[config.mk]
export PLATFORM = sky130hd
export DESIGN_NAME = resp_frame_parser
export DESIGN_NICKNAME = d
export VERILOG_FILES = /design/src/design/rfp_pkg.sv /design/src/design/rfp_digit.sv /design/src/design/rfp_stack.sv /design/src/design/resp_frame_parser.sv
export SDC_FILE = /design/constraint.sdc
export NUM_CORES = 2
export LEC_CHECK = 0
export BUFFER_PORTS_ARGS = -buffer_cell sky130_fd_sc_hd__buf_2
export CORE_AREA = 2 2 286 288
export CTS_CLUSTER_SIZE = 20
export DETAILED_ROUTE_END_ITERATION = 16
export DIE_AREA = 0 0 288 290
export PLACE_DENSITY = 0.71
export RECOVER_POWER = 50
export REMOVE_ABC_BUFFERS = 1
export SYNTH_ARGS = -nofsm -noshare
export SYNTH_HDL_FRONTEND = slang
export SYNTH_HIERARCHICAL = 1
export SYNTH_SLANG_ARGS = --single-unit
[constraint.sdc]
create_clock -name clk_i -period 15.7 [get_ports clk_i]
set_input_delay 0.785 -clock clk_i [delete_from_list [all_inputs] [get_ports clk_i]]
set_output_delay 0.785 -clock clk_i [all_outputs]
set_load 0.02 [all_outputs]
[src/design/rfp_pkg.sv]
// rfp_pkg: shared types, character codes, frame kinds and result codes
// for the frame parser; no dependencies
package rfp_pkg;

  localparam int NEST_DEPTH_DEF = 8;
  localparam int CFG_W          = 4;
  localparam int LEVEL_W        = 4;
  localparam int VALUE_W        = 64;

  localparam logic [7:0] CH_CR    = 8'h0D;
  localparam logic [7:0] CH_LF    = 8'h0A;
  localparam logic [7:0] CH_MINUS = 8'h2D;
  localparam logic [7:0] CH_ZERO  = 8'h30;
  localparam logic [7:0] CH_NINE  = 8'h39;
  localparam logic [7:0] CH_T     = 8'h74;
  localparam logic [7:0] CH_F     = 8'h66;

  localparam logic [3:0] CFG_RESET = 4'd8;

  typedef enum logic [2:0] {
    EV_PAYLOAD = 3'd0,
    EV_SCALAR  = 3'd1,
    EV_STRING  = 3'd2,
    EV_ARRAY   = 3'd3,
    EV_ERROR   = 3'd4
  } event_e;

  typedef enum logic [3:0] {
    K_INT     = 4'd0,
    K_SIMPLE  = 4'd1,
    K_ERROR   = 4'd2,
    K_BIGNUM  = 4'd3,
    K_NULL    = 4'd4,
    K_BOOL    = 4'd5,
    K_BULK    = 4'd6,
    K_BULKERR = 4'd7,
    K_ARRAY   = 4'd8,
    K_UNDEF   = 4'd9
  } kind_e;

  typedef enum logic [2:0] {
    ERR_NONE     = 3'd0,
    ERR_EMPTY    = 3'd1,
    ERR_INVALID  = 3'd2,
    ERR_NUMBER   = 3'd3,
    ERR_TOO_DEEP = 3'd4
  } err_e;

  typedef enum logic [2:0] {
    PH_TYPE,
    PH_LINE,
    PH_DATA,
    PH_CR,
    PH_LF
  } phase_e;

  typedef struct packed {
    logic neg;
    logic digit;
    logic stop;
    logic ovf;
  } num_flags_t;

  typedef struct packed {
    logic finish;
    logic push;
    logic clear;
  } stk_ctrl_t;

  function automatic kind_e kind_of(input logic [7:0] b);
    kind_e k;
    case (b)
      8'h3A:   k = K_INT;
      8'h2B:   k = K_SIMPLE;
      8'h2D:   k = K_ERROR;
      8'h28:   k = K_BIGNUM;
      8'h5F:   k = K_NULL;
      8'h23:   k = K_BOOL;
      8'h24:   k = K_BULK;
      8'h21:   k = K_BULKERR;
      8'h2A:   k = K_ARRAY;
      default: k = K_UNDEF;
    endcase
    return k;
  endfunction

endpackage

[src/design/rfp_digit.sv]
// rfp_digit: one decimal digit step of the length / integer accumulator
// depends on rfp_pkg
module rfp_digit (
  input  logic [7:0]         byte_i,
  input  logic               first_i,
  input  logic [63:0]        accum_i,
  input  rfp_pkg::num_flags_t flags_i,
  output logic [63:0]        accum_o,
  output rfp_pkg::num_flags_t flags_o
);
  import rfp_pkg::*;

  logic [67:0] acc_ext;
  logic [67:0] prod;
  logic [67:0] lim;
  logic        is_digit;

  assign acc_ext  = {4'b0, accum_i};
  assign prod     = (acc_ext << 3) + (acc_ext << 1) + {64'b0, byte_i[3:0]};
  assign lim      = flags_i.neg ? {4'b0, 1'b1, 63'b0} : {4'b0, 1'b0, {63{1'b1}}};
  assign is_digit = (byte_i >= CH_ZERO) && (byte_i <= CH_NINE);

  always_comb begin
    accum_o = accum_i;
    flags_o = flags_i;
    if (!flags_i.stop) begin
      if (first_i && byte_i == CH_MINUS) begin
        flags_o.neg = 1'b1;
      end else if (is_digit) begin
        flags_o.digit = 1'b1;
        if (!flags_i.ovf) begin
          if (prod > lim) begin
            flags_o.ovf = 1'b1;
          end else begin
            accum_o = prod[63:0];
          end
        end
      end else begin
        flags_o.stop = 1'b1;
      end
    end
  end

endmodule

[src/design/rfp_stack.sv]
// rfp_stack: stack of remaining element counts for open arrays
// depends on rfp_pkg
module rfp_stack #(
  parameter int NEST_DEPTH = rfp_pkg::NEST_DEPTH_DEF,
  localparam int NW = $clog2(NEST_DEPTH + 1)
) (
  input  logic               clk_i,
  input  logic               rst_ni,
  input  rfp_pkg::stk_ctrl_t ctrl_i,
  input  logic [63:0]        push_count_i,
  output logic [NW-1:0]      nest_o,
  output logic [NW-1:0]      closed_o
);
  import rfp_pkg::*;

  localparam int IW = (NEST_DEPTH > 1) ? $clog2(NEST_DEPTH) : 1;

  logic [63:0]           cnt_q [NEST_DEPTH];
  logic [NEST_DEPTH-1:0] one_q;
  logic [NW-1:0]         nest_q;
  logic [NW-1:0]         closed;
  logic [NW-1:0]         top_lvl;
  logic                  has_top;
  logic [IW-1:0]         top_idx;
  logic [IW-1:0]         push_idx;
  logic [63:0]           top_cnt;

  // count of innermost arrays sitting on their last element
  always_comb begin
    logic          run;
    logic [NW-1:0] idx;
    run    = 1'b1;
    closed = '0;
    for (int k = 0; k < NEST_DEPTH; k++) begin
      idx = nest_q - NW'(k) - NW'(1);
      if (run && (NW'(k) < nest_q)) begin
        if (one_q[IW'(idx)]) begin
          closed = closed + NW'(1);
        end else begin
          run = 1'b0;
        end
      end
    end
  end

  assign top_lvl  = nest_q - closed;
  assign has_top  = (top_lvl != '0);
  assign top_idx  = IW'(top_lvl - NW'(1));
  assign push_idx = IW'(nest_q);
  assign top_cnt  = cnt_q[top_idx];

  always_ff @(posedge clk_i or negedge rst_ni) begin
    if (!rst_ni) begin
      nest_q <= '0;
      one_q  <= '0;
    end else if (ctrl_i.clear) begin
      nest_q <= '0;
    end else if (ctrl_i.push) begin
      nest_q          <= nest_q + NW'(1);
      one_q[push_idx] <= (push_count_i == 64'd1);
    end else if (ctrl_i.finish) begin
      nest_q <= top_lvl;
      if (has_top) begin
        one_q[top_idx] <= (top_cnt == 64'd2);
      end
    end
  end

  always_ff @(posedge clk_i) begin
    if (ctrl_i.push) begin
      cnt_q[push_idx] <= push_count_i;
    end else if (ctrl_i.finish && has_top) begin
      cnt_q[top_idx] <= top_cnt - 64'd1;
    end
  end

  assign nest_o   = nest_q;
  assign closed_o = closed;

endmodule

[src/design/resp_frame_parser.sv]
// resp_frame_parser: top level of the byte-wide frame parser
// depends on rfp_pkg, rfp_digit and rfp_stack
//
// usage
// - input channel: one stream byte per item on stream_byte_i, taken at a
//   rising edge with in_valid_i high and in_stall_o low
// - output channel: at most one result item per input item, held in an
//   output register and taken when out_valid_o is high and out_stall_i low
// - result: written to the output register at the edge that takes its byte
// - throughput: one byte per cycle while in_stall_o is low; the limit is the
//   per-byte update of the parser state, the digit step and the array count stack
// - a new byte is taken while a result waits, unless the receiver is
//   stalling that result, in which case in_stall_o rises for that cycle
// - cfg_we_i / cfg_data_i write the nesting limit (0 acts as 1, values above
//   NEST_DEPTH act as NEST_DEPTH); write only while the parser is idle
// - reset: parser waits for a top level type byte, no arrays open, limit 8,
//   output register empty; the count stack holds no data until pushed
// - an error result drops every open array and returns to top level
module resp_frame_parser #(
  parameter int NEST_DEPTH = rfp_pkg::NEST_DEPTH_DEF
) (
  input  logic                        clk_i,
  input  logic                        rst_ni,
  input  logic                        cfg_we_i,
  input  logic [rfp_pkg::CFG_W-1:0]   cfg_data_i,
  input  logic                        in_valid_i,
  output logic                        in_stall_o,
  input  logic [7:0]                  stream_byte_i,
  output logic                        out_valid_o,
  input  logic                        out_stall_i,
  output logic [2:0]                  event_res_o,
  output logic [3:0]                  kind_o,
  output logic signed [63:0]          value_o,
  output logic [7:0]                  payload_o,
  output logic [2:0]                  error_code_o,
  output logic [rfp_pkg::LEVEL_W-1:0] level_o,
  output logic [3:0]                  closed_arrays_o
);
  import rfp_pkg::*;

  localparam int NW = $clog2(NEST_DEPTH + 1);
  localparam int CW = (NW > CFG_W) ? NW + 1 : CFG_W + 1;

  // parser state
  phase_e       phase_q, phase_d;
  kind_e        kind_q, kind_d;
  logic [63:0]  accum_q, accum_d;
  num_flags_t   flags_q, flags_d;
  logic [63:0]  rem_q, rem_d;
  logic [1:0]   len_q, len_d;
  logic [7:0]   held_q, held_d;
  logic         cr_q, cr_d;
  logic         sticky_q, sticky_d;
  logic [CFG_W-1:0] max_nest_q;

  // output register
  logic         out_valid_q;
  event_e       ev_q;
  kind_e        rkind_q;
  logic [63:0]  val_q;
  logic [7:0]   pay_q;
  err_e         err_q;
  logic [LEVEL_W-1:0] lvl_q;
  logic [3:0]   closed_q;

  // result of this byte
  logic         r_valid;
  event_e       r_ev;
  kind_e        r_kind;
  logic [63:0]  r_val;
  logic [7:0]   r_pay;
  err_e         r_err;

  logic         acc;
  logic [7:0]   b;
  kind_e        kb;
  stk_ctrl_t    stk_ctrl, stk_ctrl_g;
  logic [NW-1:0] nest, closed;
  logic [63:0]  dig_accum;
  num_flags_t   dig_flags;
  logic [63:0]  numv;
  logic         num_ok;
  logic [CW-1:0] lim, nest_ext, maxd_ext;
  logic         type_deep, push_deep;
  logic [1:0]   len_inc;

  // line end decode
  err_e         le_err;
  event_e       le_ev;
  logic [63:0]  le_val;
  logic         le_fin, le_push, le_data;

  assign b          = stream_byte_i;
  assign kb         = kind_of(b);
  assign in_stall_o = out_valid_q && out_stall_i;
  assign acc        = in_valid_i && !in_stall_o;

  assign num_ok  = flags_q.digit && !flags_q.ovf;
  assign numv    = flags_q.neg ? (64'd0 - accum_q) : accum_q;
  assign len_inc = (len_q == 2'd3) ? len_q : len_q + 2'd1;

  // effective nesting limit, clamped to 1..NEST_DEPTH
  assign maxd_ext = CW'(NEST_DEPTH);
  assign nest_ext = CW'(nest);
  always_comb begin
    lim = CW'(max_nest_q);
    if (lim == '0) lim = CW'(1);
    if (lim > maxd_ext) lim = maxd_ext;
  end
  assign type_deep = (nest_ext >= lim);
  assign push_deep = (nest_ext + CW'(1) >= lim) || (nest_ext >= maxd_ext);

  rfp_digit u_digit (
    .byte_i  (b),
    .first_i (len_q == 2'd0),
    .accum_i (accum_q),
    .flags_i (flags_q),
    .accum_o (dig_accum),
    .flags_o (dig_flags)
  );

  rfp_stack #(.NEST_DEPTH(NEST_DEPTH)) u_stack (
    .clk_i        (clk_i),
    .rst_ni       (rst_ni),
    .ctrl_i       (stk_ctrl_g),
    .push_count_i (numv),
    .nest_o       (nest),
    .closed_o     (closed)
  );

  assign stk_ctrl_g = acc ? stk_ctrl : '0;

  // what a line feed ends: completion, bulk body, array header or error
  always_comb begin
    le_err  = ERR_NONE;
    le_ev   = EV_SCALAR;
    le_val  = '0;
    le_fin  = 1'b0;
    le_push = 1'b0;
    le_data = 1'b0;
    if (len_q == 2'd0) begin
      le_err = ERR_EMPTY;
    end else if (!cr_q || sticky_q) begin
      le_err = ERR_INVALID;
    end else begin
      case (kind_q)
        K_INT: begin
          if (!num_ok) le_err = ERR_NUMBER;
          else begin
            le_val = numv;
            le_fin = 1'b1;
          end
        end
        K_SIMPLE, K_ERROR, K_BIGNUM: begin
          le_ev  = EV_STRING;
          le_fin = 1'b1;
        end
        K_NULL: begin
          if (len_q != 2'd1) le_err = ERR_INVALID;
          else le_fin = 1'b1;
        end
        K_BOOL: begin
          if (len_q == 2'd2 && held_q == CH_T) begin
            le_val = 64'd1;
            le_fin = 1'b1;
          end else if (len_q == 2'd2 && held_q == CH_F) begin
            le_fin = 1'b1;
          end else begin
            le_err = ERR_INVALID;
          end
        end
        K_BULK, K_BULKERR: begin
          if (!num_ok) le_err = ERR_NUMBER;
          else if (numv == {64{1'b1}}) begin
            // null bulk
            le_ev  = EV_STRING;
            le_val = numv;
            le_fin = 1'b1;
          end else if (numv == '0 || numv[63]) begin
            le_err = ERR_INVALID;
          end else begin
            le_data = 1'b1;
          end
        end
        default: begin
          le_ev = EV_ARRAY;
          if (!num_ok) le_err = ERR_NUMBER;
          else if (numv == '0 || numv[63]) begin
            // empty array completes at once
            le_fin = 1'b1;
          end else if (push_deep) begin
            le_err = ERR_TOO_DEEP;
          end else begin
            le_val  = numv;
            le_push = 1'b1;
          end
        end
      endcase
    end
  end

  // next phase
  always_comb begin
    phase_d = phase_q;
    case (phase_q)
      PH_TYPE: phase_d = (type_deep || kb == K_UNDEF) ? PH_TYPE : PH_LINE;
      PH_LINE: begin
        if (b == CH_LF) begin
          phase_d = (le_err == ERR_NONE && le_data) ? PH_DATA : PH_TYPE;
        end
      end
      PH_DATA: phase_d = (rem_q == 64'd1) ? PH_CR : PH_DATA;
      PH_CR:   phase_d = PH_LF;
      PH_LF:   phase_d = PH_TYPE;
      default: phase_d = PH_TYPE;
    endcase
  end

  // datapath and result of this byte
  always_comb begin
    kind_d   = kind_q;
    accum_d  = accum_q;
    flags_d  = flags_q;
    rem_d    = rem_q;
    len_d    = len_q;
    held_d   = held_q;
    cr_d     = cr_q;
    sticky_d = sticky_q;
    r_valid  = 1'b0;
    r_ev     = EV_PAYLOAD;
    r_kind   = kind_q;
    r_val    = '0;
    r_pay    = '0;
    r_err    = ERR_NONE;
    stk_ctrl = '0;
    case (phase_q)
      PH_TYPE: begin
        kind_d   = kb;
        accum_d  = '0;
        flags_d  = '0;
        len_d    = '0;
        held_d   = '0;
        cr_d     = 1'b0;
        sticky_d = 1'b0;
        rem_d    = '0;
        r_kind   = kb;
        if (type_deep) begin
          r_valid        = 1'b1;
          r_ev           = EV_ERROR;
          r_err          = ERR_TOO_DEEP;
          stk_ctrl.clear = 1'b1;
        end else if (kb == K_UNDEF) begin
          r_valid         = 1'b1;
          r_ev            = EV_SCALAR;
          stk_ctrl.finish = 1'b1;
        end
      end
      PH_LINE: begin
        if (b == CH_LF) begin
          if (le_err != ERR_NONE) begin
            r_valid        = 1'b1;
            r_ev           = EV_ERROR;
            r_err          = le_err;
            stk_ctrl.clear = 1'b1;
          end else if (le_data) begin
            rem_d = numv;
          end else begin
            r_valid         = 1'b1;
            r_ev            = le_ev;
            r_val           = le_val;
            stk_ctrl.finish = le_fin;
            stk_ctrl.push   = le_push;
          end
        end else if (b == CH_CR) begin
          if (cr_q) sticky_d = 1'b1;
          cr_d  = 1'b1;
          len_d = len_inc;
        end else begin
          if (cr_q) sticky_d = 1'b1;
          cr_d    = 1'b0;
          accum_d = dig_accum;
          flags_d = dig_flags;
          if (len_q == 2'd0) held_d = b;
          len_d = len_inc;
          // line strings stream their content
          if (kind_q == K_SIMPLE || kind_q == K_ERROR || kind_q == K_BIGNUM) begin
            r_valid = 1'b1;
            r_pay   = b;
          end
        end
      end
      PH_DATA: begin
        rem_d   = rem_q - 64'd1;
        r_valid = 1'b1;
        r_pay   = b;
      end
      PH_CR: begin
        if (b != CH_CR) sticky_d = 1'b1;
      end
      PH_LF: begin
        if (b != CH_LF || sticky_q) begin
          r_valid        = 1'b1;
          r_ev           = EV_ERROR;
          r_err          = ERR_INVALID;
          stk_ctrl.clear = 1'b1;
        end else begin
          r_valid         = 1'b1;
          r_ev            = EV_STRING;
          stk_ctrl.finish = 1'b1;
        end
      end
      default: ;
    endcase
  end

  // state registers
  always_ff @(posedge clk_i or negedge rst_ni) begin
    if (!rst_ni) begin
      phase_q    <= PH_TYPE;
      kind_q     <= K_INT;
      accum_q    <= '0;
      flags_q    <= '0;
      rem_q      <= '0;
      len_q      <= '0;
      held_q     <= '0;
      cr_q       <= 1'b0;
      sticky_q   <= 1'b0;
      max_nest_q <= CFG_RESET;
    end else begin
      if (cfg_we_i) max_nest_q <= cfg_data_i;
      if (acc) begin
        phase_q  <= phase_d;
        kind_q   <= kind_d;
        accum_q  <= accum_d;
        flags_q  <= flags_d;
        rem_q    <= rem_d;
        len_q    <= len_d;
        held_q   <= held_d;
        cr_q     <= cr_d;
        sticky_q <= sticky_d;
      end
    end
  end

  // output register
  always_ff @(posedge clk_i or negedge rst_ni) begin
    if (!rst_ni) begin
      out_valid_q <= 1'b0;
    end else if (acc) begin
      out_valid_q <= r_valid;
    end else if (!out_stall_i) begin
      out_valid_q <= 1'b0;
    end
  end

  always_ff @(posedge clk_i) begin
    if (acc) begin
      ev_q     <= r_ev;
      rkind_q  <= r_kind;
      val_q    <= r_val;
      pay_q    <= r_pay;
      err_q    <= r_err;
      lvl_q    <= LEVEL_W'(nest);
      closed_q <= stk_ctrl.finish ? 4'(closed) : 4'd0;
    end
  end

  assign out_valid_o     = out_valid_q;
  assign event_res_o     = ev_q;
  assign kind_o          = rkind_q;
  assign value_o         = val_q;
  assign payload_o       = pay_q;
  assign error_code_o    = err_q;
  assign level_o         = lvl_q;
  assign closed_arrays_o = closed_q;

  // an error leaves no array open
  a_err_clears: assert property (@(posedge clk_i) disable iff (!rst_ni)
    acc && r_valid && r_ev == EV_ERROR |=> nest == '0 && phase_q == PH_TYPE)
    else $error("open arrays survive an error");

  // a stalled result is never overwritten
  a_no_overwrite: assert property (@(posedge clk_i) disable iff (!rst_ni)
    out_valid_q && out_stall_i |=> out_valid_q && $stable(ev_q) && $stable(val_q))
    else $error("stalled result overwritten");

  // stack never exceeds its storage
  a_depth: assert property (@(posedge clk_i) disable iff (!rst_ni)
    nest_ext <= maxd_ext)
    else $error("nesting beyond stack depth");

  // a push happens only below the limit
  a_push_room: assert property (@(posedge clk_i) disable iff (!rst_ni)
    stk_ctrl_g.push |-> nest_ext + CW'(1) < lim)
    else $error("array opened at the nesting limit");

endmodule
==> impl_summary.txt <==
----------------------------------------------------
[Outcome]
  Result of the run ... finished with violations
  Failing checks ... capacitance limit, slew limit

[Synth]
  Yosys Warn Count ... 6
  Cell type contributing the most total cell area after synthesis ... sky130_fd_sc_hd__edfxtp_1
  Prevailing post-synth register cell ... sky130_fd_sc_hd__edfxtp_1
  Area contributors post-synth ... sky130_fd_sc_hd__edfxtp_1 39%, sky130_fd_sc_hd__dfrtp_1 9.0%, sky130_fd_sc_hd__mux4_2 6.6%
  Post-synthesis async set-or-reset flop share ... 21.82%
  Fraction of the yosys area taken by sequential cells ... 48.09%
  Mapped Avg Cell Area ... 11.19 um^2
  Flops & latches, synth ... 770
  Fraction of synthesized cell area taken by the top area cell type ... roughly two fifths
  Unique masters post-synth ... 123
  Number of synthesized flops with an enable pin ... ~600
  Syn Inst Count ... 4142
  Synthesized cell area ... 46340 um^2

[Timing]
  Setup violators final ... 0
  Setup repair after global routing missed its margin ... false
  Worst slew pin tran ... between 4 and 5 ns
  Upper clock frequency limit ... 72.95 MHz
  Post-layout min period ... about 14 ns
  Worst Setup Slack, final ... 1.992 ns
  Final-report max-slew violation count ... 779
  Number of hold violations in the final report ... 0
  Slew headroom ... -177.4%
  Portion of the clock cycle consumed by the worst path in the final layout ... ~87%
  Final worst clock skew ... 0.02520 ns
  Min Hold Slack ... ~0.37 ns

[Power]
  Power density of the placed cells ... 234.6 nW/um^2
  Maximum VDD drop ... 0.8582 mV
  Combinational fraction of design power ... 61.7%
  Pleak ... around 20 nW
  Net switching fraction of the power ... around 45%
  Clk network pwr share ... 17.2%
  Int Power ... around 6.5 mW
  Switching power summed over all nets ... 5.237 mW
  Flop pwr share ... 21.1%

[Layout]
  Area of all placed cells without fillers ... 49950 um^2
  Area of all sequential standard cells ... 22290 um^2
  Fraction of layout cells with a size suffix above 1 ... 9.697%
  Area growth from synthesis to layout ... 7.793%
  Count of antenna diodes in the layout ... 0
  Number of inserted filler cells in the final layout ... 6419
  Area of combinational cells with multiple inputs ... 22290 um^2
  Core Util, Final ... 62.31%
  Total number of nets in the final design ... ~4400

[Route]
  WL/cell ... 24.27 um
  First-pass iteration count of the detailed router ... 6
  Post-route DRC ... 0
  Via-per-instance ratio ... 6.581
  Total detailed-routing wirelength ... 128100 um
  Antenna Nets Post-Route ... 0
  Via count ... around 35000
  Iteration-0 DRC count of the detailed router ... roughly 4000

[Clocking]
  Max H-tree Level ... 3
  Clock-pin slew of the registers on the worst-case setup and hold paths ... 0.07 ns
  Clock tree from TritonCTS ... yes
  Number of clock buffers inserted by TritonCTS ... 82
  Maximum buffer depth of the clock tree ... 3
  Number of clock sinks ... 770
  Worst-skew pair later-pin latency ... approximately 0.64 ns
  Count of hold buffers inserted by post-cts repair ... 0
  Number of instances resized during post-cts repair ... 0
  Number of setup buffers added after CTS ... 0
  Buffer cell driving the clock tree root ... sky130_fd_sc_hd__clkbuf_16

[Global routing]
  Antenna violations before repair ... 2
  GRT Util Overall ... 30.30%
  Vias in the first global route ... ~33000
  Pin count of the biggest net entering global routing ... 137
  Global-route wire length before repair ... a little under 200000 um
  Overflow left after global routing ... 0

[Critical path]
  Arrival time at the worst endpoint ... 13.87 ns
  Kind of end point of the critical path ... flop
  Highest cell delay on the worst timing path ... between 2 and 2.5 ns
  Setup slack on the worst flop-to-flop path ... ~2 ns
  Worst EP required ... about 16 ns
  Kind of start point of the critical path ... flop
  Class of the most critical setup path ... flop to flop
  Cell mode on critical path ... sky130_fd_sc_hd__ha_1
  Largest fanout on the critical path ... 43
  Crit path max-delay cell type ... sky130_fd_sc_hd__clkbuf_1

[Floorplanning]
  Horiz. Die Dim ... 288 um
  Core box area ... 80160 um^2
  Number of ports placed on the die boundary ... 109
  Vertical extent of the die ... roughly 290 um
  Row count ... about 100
  Die outline area ... 83520 um^2
  Starting Density ... 57.81%

[Placement]
  Weighted congestion reported at the end of routability-driven placement ... ~0.95
  Port bufs ... 108
  Setup Slack @ Placement ... approximately 2.8 ns
  Post-DP HPWL ... 85710 um
  Total cell area at the placement stage ... 47620 um^2

[Min path]
  Worst min-delay path class ... input port to flop

[Run]
  Max Cap Viol ... 17

----------------------------------------------------
## synth_stat cells, types with 12 or more instances
library cell / count
sky130_fd_sc_hd__mux2_2: 18
sky130_fd_sc_hd__o21ai_0: 319
sky130_fd_sc_hd__a22o_1: 30
sky130_fd_sc_hd__mux2i_1: 68
sky130_fd_sc_hd__a32oi_1: 17
sky130_fd_sc_hd__o21ai_1: 21
sky130_fd_sc_hd__nand2b_1: 31
sky130_fd_sc_hd__a22oi_1: 19
sky130_fd_sc_hd__nor4b_1: 12
sky130_fd_sc_hd__clkbuf_1: 146
sky130_fd_sc_hd__or2_2: 12
sky130_fd_sc_hd__nor2_1: 286
sky130_fd_sc_hd__nor3_1: 111
sky130_fd_sc_hd__nand3_1: 88
sky130_fd_sc_hd__a31oi_1: 27
sky130_fd_sc_hd__xnor2_1: 99
sky130_fd_sc_hd__edfxtp_1: 602
sky130_fd_sc_hd__mux4_2: 135
sky130_fd_sc_hd__o31ai_1: 31
sky130_fd_sc_hd__and4_1: 15
sky130_fd_sc_hd__inv_1: 126
sky130_fd_sc_hd__xor2_1: 97
sky130_fd_sc_hd__nand4_1: 69
sky130_fd_sc_hd__dfrtp_1: 167
sky130_fd_sc_hd__o41ai_1: 19
sky130_fd_sc_hd__o211ai_1: 20
sky130_fd_sc_hd__buf_2: 36
sky130_fd_sc_hd__nor4_1: 76
sky130_fd_sc_hd__buf_6: 16
sky130_fd_sc_hd__nor2b_1: 37
sky130_fd_sc_hd__ha_1: 227
sky130_fd_sc_hd__mux2_4: 61
sky130_fd_sc_hd__a211oi_1: 16
sky130_fd_sc_hd__and2_1: 32
sky130_fd_sc_hd__or3_1: 32
sky130_fd_sc_hd__o22ai_1: 25
sky130_fd_sc_hd__or4_1: 34
sky130_fd_sc_hd__a21o_1: 42
sky130_fd_sc_hd__nand2_1: 459
sky130_fd_sc_hd__and3_1: 18
sky130_fd_sc_hd__buf_4: 13
sky130_fd_sc_hd__a21oi_1: 192
## power groups by stage
stage	registers, mW	clock network, mW	logic [mW]
2_1_floorplan	2.52	0	5.19
3_3_place_gp	2.50	0	7.03
3_5_place_dp	2.51	0	7.11
4_1_cts	2.47	2.04	7.18
5_1_grt	2.49	2.12	7.75
6_report	2.47	2.02	7.23
## final timing paths
kind | start | to | cells past startpoint
setup / recovery | u_stack/nest_o[0]$_DFFE_PN0P_ | u_stack/cnt_q[2][21]$_DFFE_PP_ | 29
hold / removal | cfg_data_i[3] | max_nest_q[3]$_DFFE_PN1P_ | 3
setup reg to reg | u_stack/nest_o[0]$_DFFE_PN0P_ | u_stack/cnt_q[2][21]$_DFFE_PP_ | 29
hold reg to reg | held_q[3]$_DFFE_PN0P_ | held_q[3]$_DFFE_PN0P_ | 1
max in group asynchronous | rst_ni | rem_q[5]$_DFFE_PN0P_ | 3
min in group asynchronous | rst_ni | len_q[1]$_DFFE_PN0P_ | 1
## metrics by stage
stage	instances	setup TNS [ns]	total power [mW]
2_1_floorplan	3910	-1633.84	7.714
3_3_place_gp	5127	0	9.530
3_5_place_dp	5127	0	9.619
4_1_cts	5278	0	11.68
5_1_grt	5278	0	12.35
6_report	5278	0	11.72
## placed cells by master (no fill, tap or decap), types with 76 or more instances in the layout
| cell type | instances |
|---|---|
| sky130_fd_sc_hd__mux4_2 | 135 |
| sky130_fd_sc_hd__nor4_1 | 76 |
| sky130_fd_sc_hd__xnor2_1 | 97 |
| sky130_fd_sc_hd__ha_1 | 226 |
| sky130_fd_sc_hd__dfrtp_1 | 166 |
| sky130_fd_sc_hd__xor2_1 | 97 |
| sky130_fd_sc_hd__nand3_1 | 88 |
| sky130_fd_sc_hd__clkbuf_16 | 84 |
| sky130_fd_sc_hd__edfxtp_1 | 602 |
| sky130_fd_sc_hd__nand2_1 | 458 |
| sky130_fd_sc_hd__a21oi_1 | 192 |
| sky130_fd_sc_hd__o21ai_0 | 319 |
| sky130_fd_sc_hd__clkbuf_1 | 124 |
| sky130_fd_sc_hd__nor3_1 | 111 |
| sky130_fd_sc_hd__nor2_1 | 287 |
| sky130_fd_sc_hd__inv_1 | 125 |
## flip-flops by register name, summed over array words and instances (netlist names), 4 cells and up
register and cells:
closed_arrays_o 4, level_o 4, flags_q 4, max_nest_q 4, rem_q 64, payload_o 8
u_stack/nest_o 4, accum_q 64, value_o 64, u_stack/one_q 8, kind_o 4, held_q 8
kind_q 4, u_stack/cnt_q 512
## critical path: cells and delay by family (launching register included)
family | cells | cell delay (ns)
AO/OA/AOI/OAI | 7 | 3.47
adder cells (fa/ha/maj) | 9 | 3.31
buffers and inverters | 2 | 2.74
multiplexers | 5 | 1.61
AND/OR/NAND/NOR | 6 | 1.03
flip-flops | 1 | 1.01
## layout make-up
cell class | count | area share [%]
Clock inverter | 52 | 1.235
Sequential cell | 770 | 44.62
Multi-Input combinational cell | 3011 | 44.63
Timing Repair Buffer | 157 | 1.531
Inverter | 129 | 0.9719
Clock buffer | 99 | 4.361
Tap cell | 1060 | 2.655
## routing by layer
layer | up-vias | GRT usage [%] | part of all wire (%)
met4 | 2 | 9.693 | 3.3
met3 | 250 | 6.800 | 10
met1 | 16980 | 43.85 | 42
li1 | 15740 | - | -
met5 | - | 0 | 0.0078
met2 | 1766 | 45.50 | 45
## cells by family (layout without fill, tap and decap cells)
kind of cell	Yosys count	in the layout	share of synthesized area, %
compound gates	917	917	12.61
xor+xnor	202	202	3.975
fa+ha+maj	230	230	6.259
buf+inv	361	437	3.645
flops	770	770	48.09
mux	293	293	10.82
simple gates	1369	1369	14.60
(Power assumes the default switching activity.)
